===== config.mk =====
export PLATFORM = sky130hd
export DESIGN_NAME = sorted_unique_value_list
export DESIGN_NICKNAME = d
export VERILOG_FILES = /design/src/svl_pkg.sv /design/src/sorted_unique_value_list.sv /design/src/svl_cell.sv
export SDC_FILE = /design/constraint.sdc
export NUM_CORES = 2
export LEC_CHECK = 0
export BUFFER_PORTS_ARGS = -buffer_cell sky130_fd_sc_hd__buf_4
export CAP_MARGIN = 30
export CORE_MARGIN = 2
export CORE_UTILIZATION = 41
export DETAILED_ROUTE_END_ITERATION = 8
export SLEW_MARGIN = 20
export SYNTH_ARGS = -nofsm -noshare
export SYNTH_HDL_FRONTEND = slang
export SYNTH_SLANG_ARGS = --single-unit

===== constraint.sdc =====
create_clock -name i_clk -period 9 [get_ports i_clk]
set_clock_uncertainty 0.05 [all_clocks]
set_input_delay 2.25 -clock i_clk [delete_from_list [all_inputs] [get_ports i_clk]]
set_output_delay 2.25 -clock i_clk [all_outputs]
set_load 0.01 [all_outputs]

===== src/svl_pkg.sv =====
// ----------------------------------------------------------------------------
// svl_pkg: shared definitions for the sorted unique value list
// Request and status codes, size defaults and the cell control struct.
// ----------------------------------------------------------------------------
package svl_pkg;

    localparam int unsigned CAPACITY_DEF    = 16;
    localparam int unsigned VALUE_WIDTH_DEF = 32;

    // request codes
    localparam logic REQ_INSERT = 1'b0;
    localparam logic REQ_DELETE = 1'b1;

    // status codes
    localparam logic [1:0] ST_DONE     = 2'd0;
    localparam logic [1:0] ST_DUP      = 2'd1;
    localparam logic [1:0] ST_NOTFOUND = 2'd2;
    localparam logic [1:0] ST_FULL     = 2'd3;

    // broadcast control, same for every cell
    typedef struct packed {
        logic ins;   // insert the broadcast value at its sorted place
        logic del;   // remove the matching entry, close the gap
    } t_cell_ctl;

endpackage


===== src/sorted_unique_value_list.sv =====
// ----------------------------------------------------------------------------
// sorted_unique_value_list: bounded ascending set of signed values
// Insert or delete requests over a row of compare-and-shift cells; each
// request word returns one result word with status, count, head and tail.
// ----------------------------------------------------------------------------
//  channel  | valid        | ready        | payload
//  ---------+--------------+--------------+----------------------------------
//  request  | i_in_valid   | o_in_ready   | i_req_type, i_value
//  result   | o_out_valid  | i_out_ready  | o_status, o_entry_count,
//           |              |              | o_is_empty, o_smallest_value,
//           |              |              | o_largest_value
//
//  One request word per cycle. The word is broadcast to every cell; each cell
//  compares, then holds, takes the value or takes a neighbour's entry, all in
//  the same cycle. The result is registered and shows the cycle after accept.
//  A new word is taken while the result register is empty or being emptied,
//  so with the result side ready the block runs at one word a cycle.
//  Synchronous active-low reset empties the list and the result register;
//  the cell entries need no reset as only slots below the count are read.
// ----------------------------------------------------------------------------
module sorted_unique_value_list #(
    parameter int unsigned CAPACITY    = svl_pkg::CAPACITY_DEF,
    parameter int unsigned VALUE_WIDTH = svl_pkg::VALUE_WIDTH_DEF
) (
    input  logic        i_clk,
    input  logic        i_rst_n,
    input  logic        i_in_valid,
    output logic        o_in_ready,
    input  logic        i_req_type,
    input  logic [31:0] i_value,
    output logic        o_out_valid,
    input  logic        i_out_ready,
    output logic [1:0]  o_status,
    output logic [4:0]  o_entry_count,
    output logic        o_is_empty,
    output logic [31:0] o_smallest_value,
    output logic [31:0] o_largest_value
);

    localparam int unsigned CW = $clog2(CAPACITY + 1);

    // ------------------------------------------------------------------
    // list state
    // ------------------------------------------------------------------
    logic [CW-1:0] r_count;
    logic [CW-1:0] n_count;

    logic                   accept;
    logic [VALUE_WIDTH-1:0] bvalue;
    svl_pkg::t_cell_ctl     ctl;
    logic                   found;
    logic                   full;
    logic [1:0]             status;

    logic [CAPACITY-1:0]    lt;
    logic [CAPACITY-1:0]    eq;
    logic [CAPACITY-1:0]    occupied;
    logic [VALUE_WIDTH-1:0] cur_val  [CAPACITY];
    logic [VALUE_WIDTH-1:0] next_val [CAPACITY];

    assign accept = i_in_valid && o_in_ready;

    // input value sign-extended or cut to the held width
    generate
        if (VALUE_WIDTH > 32) begin : g_in_ext
            assign bvalue = {{(VALUE_WIDTH - 32){i_value[31]}}, i_value};
        end else begin : g_in_cut
            assign bvalue = i_value[VALUE_WIDTH-1:0];
        end
    endgenerate

    assign found = |eq;
    assign full  = (r_count == CW'(CAPACITY));

    always_comb begin
        ctl     = '0;
        status  = svl_pkg::ST_DONE;
        n_count = r_count;
        unique case (i_req_type)
            svl_pkg::REQ_INSERT: begin
                if (found) begin
                    status = svl_pkg::ST_DUP;       // checked before fullness
                end else if (full) begin
                    status = svl_pkg::ST_FULL;
                end else begin
                    ctl.ins = accept;
                    n_count = r_count + CW'(1);
                end
            end
            svl_pkg::REQ_DELETE: begin
                if (found) begin
                    ctl.del = accept;
                    n_count = r_count - CW'(1);
                end else begin
                    status = svl_pkg::ST_NOTFOUND;
                end
            end
            default: ;
        endcase
    end

    // ------------------------------------------------------------------
    // cell row
    // ------------------------------------------------------------------
    genvar gi;
    generate
        for (gi = 0; gi < CAPACITY; gi++) begin : g_cell
            logic                   left_lt;
            logic [VALUE_WIDTH-1:0] left_value;
            logic [VALUE_WIDTH-1:0] right_value;

            assign occupied[gi] = (CW'(gi) < r_count);

            if (gi == 0) begin : g_first
                assign left_lt    = 1'b1;          // head slot takes the value
                assign left_value = bvalue;
            end else begin : g_mid
                assign left_lt    = lt[gi-1];
                assign left_value = cur_val[gi-1];
            end

            if (gi == CAPACITY - 1) begin : g_last
                assign right_value = cur_val[gi];  // falls out of use
            end else begin : g_inner
                assign right_value = cur_val[gi+1];
            end

            svl_cell #(
                .VALUE_WIDTH(VALUE_WIDTH)
            ) u_cell (
                .i_clk        (i_clk),
                .i_ctl        (ctl),
                .i_bvalue     (bvalue),
                .i_occupied   (occupied[gi]),
                .i_left_lt    (left_lt),
                .i_left_value (left_value),
                .i_right_value(right_value),
                .o_lt         (lt[gi]),
                .o_eq         (eq[gi]),
                .o_value      (cur_val[gi]),
                .o_next_value (next_val[gi])
            );
        end
    endgenerate

    // ------------------------------------------------------------------
    // head and tail of the list after this request
    // tail found by one-hot AND-OR over the cells
    // ------------------------------------------------------------------
    logic [CW-1:0]          tail_idx;
    logic [VALUE_WIDTH-1:0] tail_val;
    logic                   n_empty;

    assign tail_idx = n_count - CW'(1);
    assign n_empty  = (n_count == '0);

    always_comb begin
        tail_val = '0;
        for (int i = 0; i < CAPACITY; i++) begin
            if (tail_idx == CW'(i)) begin
                tail_val = tail_val | next_val[i];
            end
        end
    end

    logic [31:0] head_out;
    logic [31:0] tail_out;

    generate
        if (VALUE_WIDTH >= 32) begin : g_out_cut
            assign head_out = next_val[0][31:0];
            assign tail_out = tail_val[31:0];
        end else begin : g_out_ext
            assign head_out = {{(32 - VALUE_WIDTH){next_val[0][VALUE_WIDTH-1]}}, next_val[0]};
            assign tail_out = {{(32 - VALUE_WIDTH){tail_val[VALUE_WIDTH-1]}}, tail_val};
        end
    endgenerate

    // ------------------------------------------------------------------
    // result register
    // ------------------------------------------------------------------
    logic        r_out_valid;
    logic [1:0]  r_status;
    logic [4:0]  r_entry_count;
    logic        r_is_empty;
    logic [31:0] r_smallest;
    logic [31:0] r_largest;

    assign o_in_ready = !r_out_valid || i_out_ready;

    always_ff @(posedge i_clk) begin
        if (!i_rst_n) begin
            r_count     <= '0;
            r_out_valid <= 1'b0;
        end else begin
            if (accept) begin
                r_count     <= n_count;
                r_out_valid <= 1'b1;
            end else if (i_out_ready) begin
                r_out_valid <= 1'b0;
            end
        end
    end

    always_ff @(posedge i_clk) begin
        if (accept) begin
            r_status      <= status;
            r_entry_count <= 5'(n_count);
            r_is_empty    <= n_empty;
            r_smallest    <= n_empty ? 32'd0 : head_out;
            r_largest     <= n_empty ? 32'd0 : tail_out;
        end
    end

    assign o_out_valid      = r_out_valid;
    assign o_status         = r_status;
    assign o_entry_count    = r_entry_count;
    assign o_is_empty       = r_is_empty;
    assign o_smallest_value = r_smallest;
    assign o_largest_value  = r_largest;

    // ------------------------------------------------------------------
    // assertions
    // ------------------------------------------------------------------
    a_count_bound: assert property (@(posedge i_clk) disable iff (!i_rst_n)
        r_count <= CW'(CAPACITY))
        else $error("entry count above capacity");

    a_insert_grows: assert property (@(posedge i_clk) disable iff (!i_rst_n)
        ctl.ins |=> (r_count == $past(r_count) + CW'(1)) && o_status == svl_pkg::ST_DONE)
        else $error("insert did not grow the list");

    a_empty_flag: assert property (@(posedge i_clk) disable iff (!i_rst_n)
        o_out_valid |-> (o_is_empty == (o_entry_count == 5'd0)))
        else $error("empty flag disagrees with count");

    a_head_tail: assert property (@(posedge i_clk) disable iff (!i_rst_n)
        (o_out_valid && o_entry_count == 5'd1) |-> (o_smallest_value == o_largest_value))
        else $error("single entry with differing head and tail");

endmodule


===== src/svl_cell.sv =====
// ----------------------------------------------------------------------------
// svl_cell: one slot of the sorted list
// Compares its entry with the broadcast value and shifts up or down.
// ----------------------------------------------------------------------------
module svl_cell #(
    parameter int unsigned VALUE_WIDTH = svl_pkg::VALUE_WIDTH_DEF
) (
    input  logic                   i_clk,
    input  svl_pkg::t_cell_ctl     i_ctl,
    input  logic [VALUE_WIDTH-1:0] i_bvalue,     // broadcast value
    input  logic                   i_occupied,   // slot index below count
    input  logic                   i_left_lt,    // left neighbour below value
    input  logic [VALUE_WIDTH-1:0] i_left_value,
    input  logic [VALUE_WIDTH-1:0] i_right_value,
    output logic                   o_lt,
    output logic                   o_eq,
    output logic [VALUE_WIDTH-1:0] o_value,
    output logic [VALUE_WIDTH-1:0] o_next_value
);

    logic [VALUE_WIDTH-1:0] r_value;
    logic [VALUE_WIDTH-1:0] n_value;

    assign o_lt = i_occupied && ($signed(r_value) < $signed(i_bvalue));
    assign o_eq = i_occupied && (r_value == i_bvalue);

    always_comb begin
        n_value = r_value;
        if (i_ctl.ins && !o_lt) begin
            n_value = i_left_lt ? i_bvalue : i_left_value;
        end else if (i_ctl.del && !o_lt) begin
            n_value = i_right_value;
        end
    end

    always_ff @(posedge i_clk) begin
        r_value <= n_value;
    end

    assign o_value      = r_value;
    assign o_next_value = n_value;

endmodule

# Word-level counts from Yosys, hierarchy flattened
# Index checks and enable logic that the tools add are counted.
op_classes:
  n_addsub: 3
  mul: 0
  div: 0
  order_cmp: 32
  n_eq_ne: 32
  shift: 0
  muxes: 77
  bitwise: 16
  reduce_logical: 86
ops:
  columns: ["op", "n"]
  rows:
  - ["32-bit 2-to-1 mux", 62]
  - ["32-bit equality test", 16]
  - ["32-bit < comparator", 16]
  - ["32-bit bitwise OR", 15]
  - ["1-bit logical AND", 64]
  - ["5-bit by 4-bit equality test with 1-bit output, second input constant", 8]
  - ["4-bit by 5-bit < comparator with 1-bit output, first input constant", 8]
  - ["5-bit by 3-bit equality test with 1-bit output, second input constant", 4]
  - ["3-bit by 5-bit < comparator with 1-bit output, first input constant", 4]
  - ["1-bit zero test", 17]
  - ["16-bit OR reduction", 1]
  - ["5-bit 2-to-1 mux", 3]
  - ["5-bit by 2-bit equality test with 1-bit output, second input constant", 2]
  - ["5-bit zero test", 2]
  - ["1-bit by 5-bit < comparator with 1-bit output, first input constant", 2]
  - ["2-bit by 5-bit < comparator with 1-bit output, first input constant", 2]
  - ["5-bit case mux with 2 select lines", 1]
  - ["5-bit by 1-bit subtractor with 5-bit output, second input constant", 2]
  - ["1-bit 2-to-1 mux", 7]
  - ["2-bit 2-to-1 mux", 3]
  - ["5-bit by 1-bit adder with 5-bit output, second input constant", 1]
  - ["5-bit by 1-bit equality test with 1-bit output, second input constant", 1]
  - ["5-bit equality test, second input constant", 1]
  - ["2-bit case mux with 2 select lines", 1]
  - ["3 further kinds", 3]
totals:
  reg_bits: 590
  latch_bits: 0
  ram_bits: 0
  romBits: 0
  input_bits: 37
  output_inout_bits: 74
  wordCells: 269
  mem_count: 0

# Longest topological paths before layout
logic_depth:
  ltp_word: 39
  depth_mapped: 20
  ltp_nobuf: 15

# By module
# From an unflattened synthesis, not the netlist that was laid out.
hier_totals:
  hier_cells: 6092
  area_unflattened_um2: 52287.6
modules_own_cells:
  columns: ["module", "instances", "cells_per_inst", "area_each_um2"]
  rows:
  - ["svl_cell (g_cell[0].u_cell ...)", 11, 364, 2924.1]
  - ["svl_cell (g_cell[5].u_cell ...)", 5, 275, 2658.8]
  - ["sorted_unique_value_list", 1, 713, 6829.0]

# Worst setup path after synthesis
# Ideal clock, no wire load.
synth_path:
  kind: "input to register"
  from: "input i_value[21]"
  to: "register r_largest[1], in the netlist o_largest_value[1] (data pin)"
  setup_time_ps: 271
  t_arrival_ps: 6438
  setup_slack_ps: 2241
  path_stages: 19
  path_buffers: 5
  cell_sequence: "clkbuf_1 -> clkinv_1 -> ha_1 -> nand4_1 -> or3_1 -> or4_4 -> o211ai_2 -> nor4_2 -> buf_6 -> and2_1 -> buf_6 -> buf_6 -> buf_6 -> a22oi_2 -> a2bb2oi_2 -> inv_2 -> a221o_1 -> nor4b_2 -> nand4_1"
synth_between:
  elab_chain_cells: 39
synth_lines:
  columns: ["item", "line", "text"]
  rows:
  - ["from (decl)", "sorted_unique_value_list.sv:30", "input logic [31:0] i_value,"]
  - ["parallel branches: the longest is 7 deep, another holds 32-bit < comparator", null, null]
  - ["32-bit 2-to-1 mux *", "svl_cell.sv:29", "if (i_ctl.ins && !o_lt) begin"]
  - ["named net g_cell[0].u_cell.o_next_value[1]", "svl_cell.sv:18", "output logic [VALUE_WIDTH-1:0] o_next_value"]
  - ["32-bit 2-to-1 mux *", "sorted_unique_value_list.sv:160", "if (tail_idx == CW'(i)) begin"]
  - ["32-bit bitwise OR", "sorted_unique_value_list.sv:161", "tail_val = tail_val | next_val[i];"]
  - ["32-bit 2-to-1 mux *", "sorted_unique_value_list.sv:160", null]
  - ["32-bit bitwise OR", "sorted_unique_value_list.sv:161", null]
  - ["32-bit 2-to-1 mux *", "sorted_unique_value_list.sv:160", null]
  - ["[... 18 more ...]", null, null]
  - ["32-bit bitwise OR", "sorted_unique_value_list.sv:161", null]
  - ["32-bit 2-to-1 mux *", "sorted_unique_value_list.sv:160", null]
  - ["32-bit bitwise OR", "sorted_unique_value_list.sv:161", null]
  - ["32-bit 2-to-1 mux *", "sorted_unique_value_list.sv:160", null]
  - ["32-bit bitwise OR", "sorted_unique_value_list.sv:161", null]
  - ["32-bit 2-to-1 mux *", "sorted_unique_value_list.sv:160", null]
  - ["32-bit bitwise OR", "sorted_unique_value_list.sv:161", null]
  - ["32-bit 2-to-1 mux *", "sorted_unique_value_list.sv:160", null]
  - ["to (signal assigned)", "sorted_unique_value_list.sv:211", "r_largest <= n_empty ? 32'd0 : tail_out;"]
  - ["to (decl)", "sorted_unique_value_list.sv:187", "logic [31:0] r_largest;"]
# Mark *: on every way through the listed nets, which the timed path passes.
# A chain may end at the register's enable or synchronous reset.

# Worst setup path after layout
layout_path:
  from: "input i_value[31]"
  to: "register r_largest[8], in the netlist o_largest_value[8] (data pin)"
layout_rtl:
  columns: ["item", "line"]
  rows:
  - ["parallel branches: the longest is 7 deep, another holds 32-bit < comparator", null]
  - ["32-bit 2-to-1 mux *", "svl_cell.sv:29"]
  - ["named net g_cell[2].u_cell.o_next_value[8]", "svl_cell.sv:18"]
  - ["32-bit bitwise OR *", "sorted_unique_value_list.sv:161"]
  - ["32-bit 2-to-1 mux *", "sorted_unique_value_list.sv:160"]
  - ["32-bit bitwise OR", "sorted_unique_value_list.sv:161"]
  - ["32-bit 2-to-1 mux *", "sorted_unique_value_list.sv:160"]
  - ["32-bit bitwise OR", "sorted_unique_value_list.sv:161"]
  - ["[... 15 more ...]", null]
  - ["32-bit bitwise OR", "sorted_unique_value_list.sv:161"]
  - ["32-bit 2-to-1 mux *", "sorted_unique_value_list.sv:160"]
  - ["32-bit bitwise OR", "sorted_unique_value_list.sv:161"]
  - ["32-bit 2-to-1 mux *", "sorted_unique_value_list.sv:160"]
  - ["32-bit bitwise OR", "sorted_unique_value_list.sv:161"]
  - ["32-bit 2-to-1 mux *", "sorted_unique_value_list.sv:160"]
  - ["32-bit bitwise OR", "sorted_unique_value_list.sv:161"]
  - ["32-bit 2-to-1 mux *", "sorted_unique_value_list.sv:160"]
# Marks and branches as above.

==> summary.md <==
| Metric | Value |
|---|---|
| DP Worst Slack | `968 ps` |
| Post-Synth XOR/XNOR Area | `0.000390` |
| Worst Slack Setup Final | `1170 ps` |
| Simple-gate share of the synthesized area | `0.188` |
| Routed Antenna Nets | `0` |
| CTS clock-pin slew for the worst setup and hold paths | `60 ps` |
| Drt first pass iters | `6` |
| Post-synth top flop | `dfxtp_1` |
| Core area | `0.109 sq mm` |
| EDFF count, synth | `72` |
| Most common cell after layout, fill and taps aside | `nand2_1` |
| Reg-to-reg endpoint | `o_largest_value[8]` |
| # DRC | `0` |
| Worst Setup EP | `o_largest_value[8]` |
| Peak VDD IR | `0.132 mV` |
| Fin. Hold Viols | `0` |
| DP Wirelength | `173 mm` |
| Starting Density | `0.413` |
| Chip height | `335 um` |
| Worst-path fanout max | `16` |
| CP Capture Type | `register` |
| CTS buffer count | `75` |
| Startpoint types | `primary input` |
| Register area share after synthesis | `0.279` |
| Drt wl/cell | `32.4 um` |
| Hold_buf cts | `0` |
| Sw Pwr | `4950 uW` |
| Mux cell area share after synthesis | `0.0801` |
| Final worst-path cycle share | `0.869` |
| Fmax | `128 MHz` |
| Max-Slew Margin vs Limit | `0.288` |
| DRT iter0 DRCs | `6186` |
| Worst-margin pin slew | `1060 ps` |
| Compound-Gate Fraction of Synth Area | `0.264` |
| Post-cts sizing count | `0` |
| H-tree levels | `3` |
| Filler cells | `10700` |
| Congestion Overflow GR | `0` |
| Syn avg cell area | `8.25 sq um` |
| Post-Synthesis Cells | `5451` |
| R2r setup slk | `3080 ps` |
| CTS root buffer | `clkbuf_16` |
| Reg power frac | `0.380` |
| Worst Path Arrival | `8150 ps` |
| Max-capacitance violation count | `0` |
| Yosys cell types | `104` |
| Static Leak | `0.0221 uW` |
| Total negative slack | `0 ps` |
| Num ports | `111` |
| Critical Path RT | `9330 ps` |
| Syn Nets | `6004` |
| Adder-Cell Fraction of Synth Area | `0.144` |
| Clock Tree Buf Depth | `3` |
| Power Density | `234 mW/mm^2` |
| Total GRT Usage | `0.392` |
| Most frequent cells in the layout | `568 x nand2_1, 520 x a21oi_1, 518 x dfxtp_1` |
| # rows | `121` |
| RD Place Congestion | `1.09` |
| RSZ-0062 raised after global routing | `false` |
| Fin nets | `6065` |
| PortBufs | `110` |
| Syn. warnings | `0` |
| Via count | `47100` |
| Logic pwr share | `0.359` |
| Status | `complete, no violations` |
| CP Launch Point | `i_value[31]` |
| Initial antenna violation count | `6` |
| Area of the multi-input gates | `0.0307 sq mm` |
| Die span in x | `335 um` |
| Skew-Pair Late Insertion Delay | `670 ps` |
| # clock sinks | `590` |
| Net Sw Frac | `0.415` |
| Post-synthesis register bit count | `590` |
| Worst reg2reg startpoint | `g_cell[11].u_cell.o_value[31]` |
| Cell area after synthesis | `0.0450 sq mm` |
| Final instance area | `0.0510 sq mm` |
| Crit path time final | `7830 ps` |
| Int Pwr | `6980 uW` |
| Storage cell area | `0.0125 sq mm` |
| Share of cells above drive strength 1 | `0.124` |
| Vias in the first global route | `44400` |
| Routed WL | `226 mm` |
| Critical Setup Path Class | `in -> reg` |
| First-pass GRT wire length | `320 mm` |
| Largest family of logic cells by synthesized area | `compound AO/OA/AOI/OAI gates` |
| Final Max Slew Viols | `0` |
| Async SR Flop Fraction | `0` |
| DR vias/cell | `6.74` |
| Area Overhead vs Synth | `13.4%` |
| Clk pwr share | `0.261` |
| Die ar. | `0.112 sq mm` |
| Reg2Reg Depth | `15` |
| Placed Area | `0.0485 sq mm` |
| Post-CTS Setup Inserts | `0` |
| Final setup fails | `0` |
| Worst Hold Class | `reg -> reg` |
| CTS tree | `yes` |
| Largest net degree at the start of global routing | `96` |
==> critical path, cell delays in order <==
cell and delay (ps):
buf_4 210, inv_1 330, ha_1 520, nand4_1 260, nor4_2 680, nand2_1 250, o221ai_1 820, a2111oi_0 190
a211oi_2 310, buf_4 240, nand2_1 320, buf_4 360, mux2i_1 170, o21ai_0 100, a22o_1 270, a21oi_1 620
nand4_1 180
==> cell type report <==
class	count	area share
Tap cell	1414	0.0347
Timing Repair Buffer	375	0.0610
Clock inverter	22	0.00363
Clock buffer	111	0.0438
Antenna cell	6	0.000295
Inverter	107	0.00793
Multi-Input combinational cell	4363	0.603
Sequential cell	590	0.246
==> cell usage after synthesis, types with 123 or more instances <==
cell type    n  share of area
nand2_1    570          0.048
a21oi_1    522          0.058
dfxtp_1    518           0.23
ha_1       516           0.14
nor2_1     437          0.036
mux2i_1    298          0.066
clkbuf_1   284          0.024
o21ai_0    194          0.022
a211oi_1   189          0.032
nand4_1    158          0.022
a22oi_1    153          0.026
a31oi_1    148          0.021
nor2b_1    123          0.017
==> state kept, by name (all words and copies together) (netlist names) <==
register,count
o_smallest_value,32
r_count,5
o_is_empty,1
o_largest_value,32
o_status,2
o_out_valid,1
g_cell.u_cell.o_value,512
o_entry_count,5
==> power by group through the flow <==
stage               logic (uW)  registers (uW)  clock network (uW)
floorplan                 2850            4030                   0
global placement          4030            4540                   0
detailed placement        4110            4540                   0
CTS                       4130            4480                3120
global route              4690            4580                3210
finish                    4280            4540                3110
==> per-stage QoR <==
stage	std cells	power, uW	hold slack [ps]	utilization
2_1_floorplan	5451	6880	419	-
3_3_place_gp	6844	8580	458	0.445
3_5_place_dp	6844	8640	467	0.445
4_1_cts	6977	11700	477	0.467
5_1_grt	6982	12500	515	0.468
6_report	6988	11900	480	0.468
==> how the worst min path moves through the flow <==
stage	depth (start not counted)	to	startpoint
floorplan	2	g_cell[0].u_cell.o_value[31]	g_cell[0].u_cell.o_value[31]
global placement	2	g_cell[14].u_cell.o_value[0]	g_cell[13].u_cell.o_value[0]
detailed placement	2	g_cell[14].u_cell.o_value[0]	g_cell[13].u_cell.o_value[0]
CTS	2	g_cell[14].u_cell.o_value[0]	g_cell[13].u_cell.o_value[0]
global route	2	g_cell[14].u_cell.o_value[1]	g_cell[13].u_cell.o_value[1]
finish	2	g_cell[14].u_cell.o_value[10]	g_cell[13].u_cell.o_value[10]
==> cell families after synthesis <==
| group | Yosys count |
|---|---|
| AND/OR/NAND/NOR | 1727 |
| multiplexers | 353 |
| XOR/XNOR | 2 |
| AO/OA/AOI/OAI | 1765 |
| buffers and inverters | 498 |
| adder cells (fa/ha/maj) | 516 |
| flip-flops | 590 |
==> per-layer routing <==
layer | routed length (um) | track usage | vias up | part of all wire
met1 | 87300 | 0.494 | 22400 | 0.39
met4 | 22300 | 0.314 | 4 | 0.098
met2 | 93900 | 0.582 | 3071 | 0.41
met5 | 31 | 0 | - | 0.00014
li1 | - | - | 20800 | -
met3 | 22700 | 0.0778 | 813 | 0.10
No activity file was read; power rests on OpenSTA's default activity.
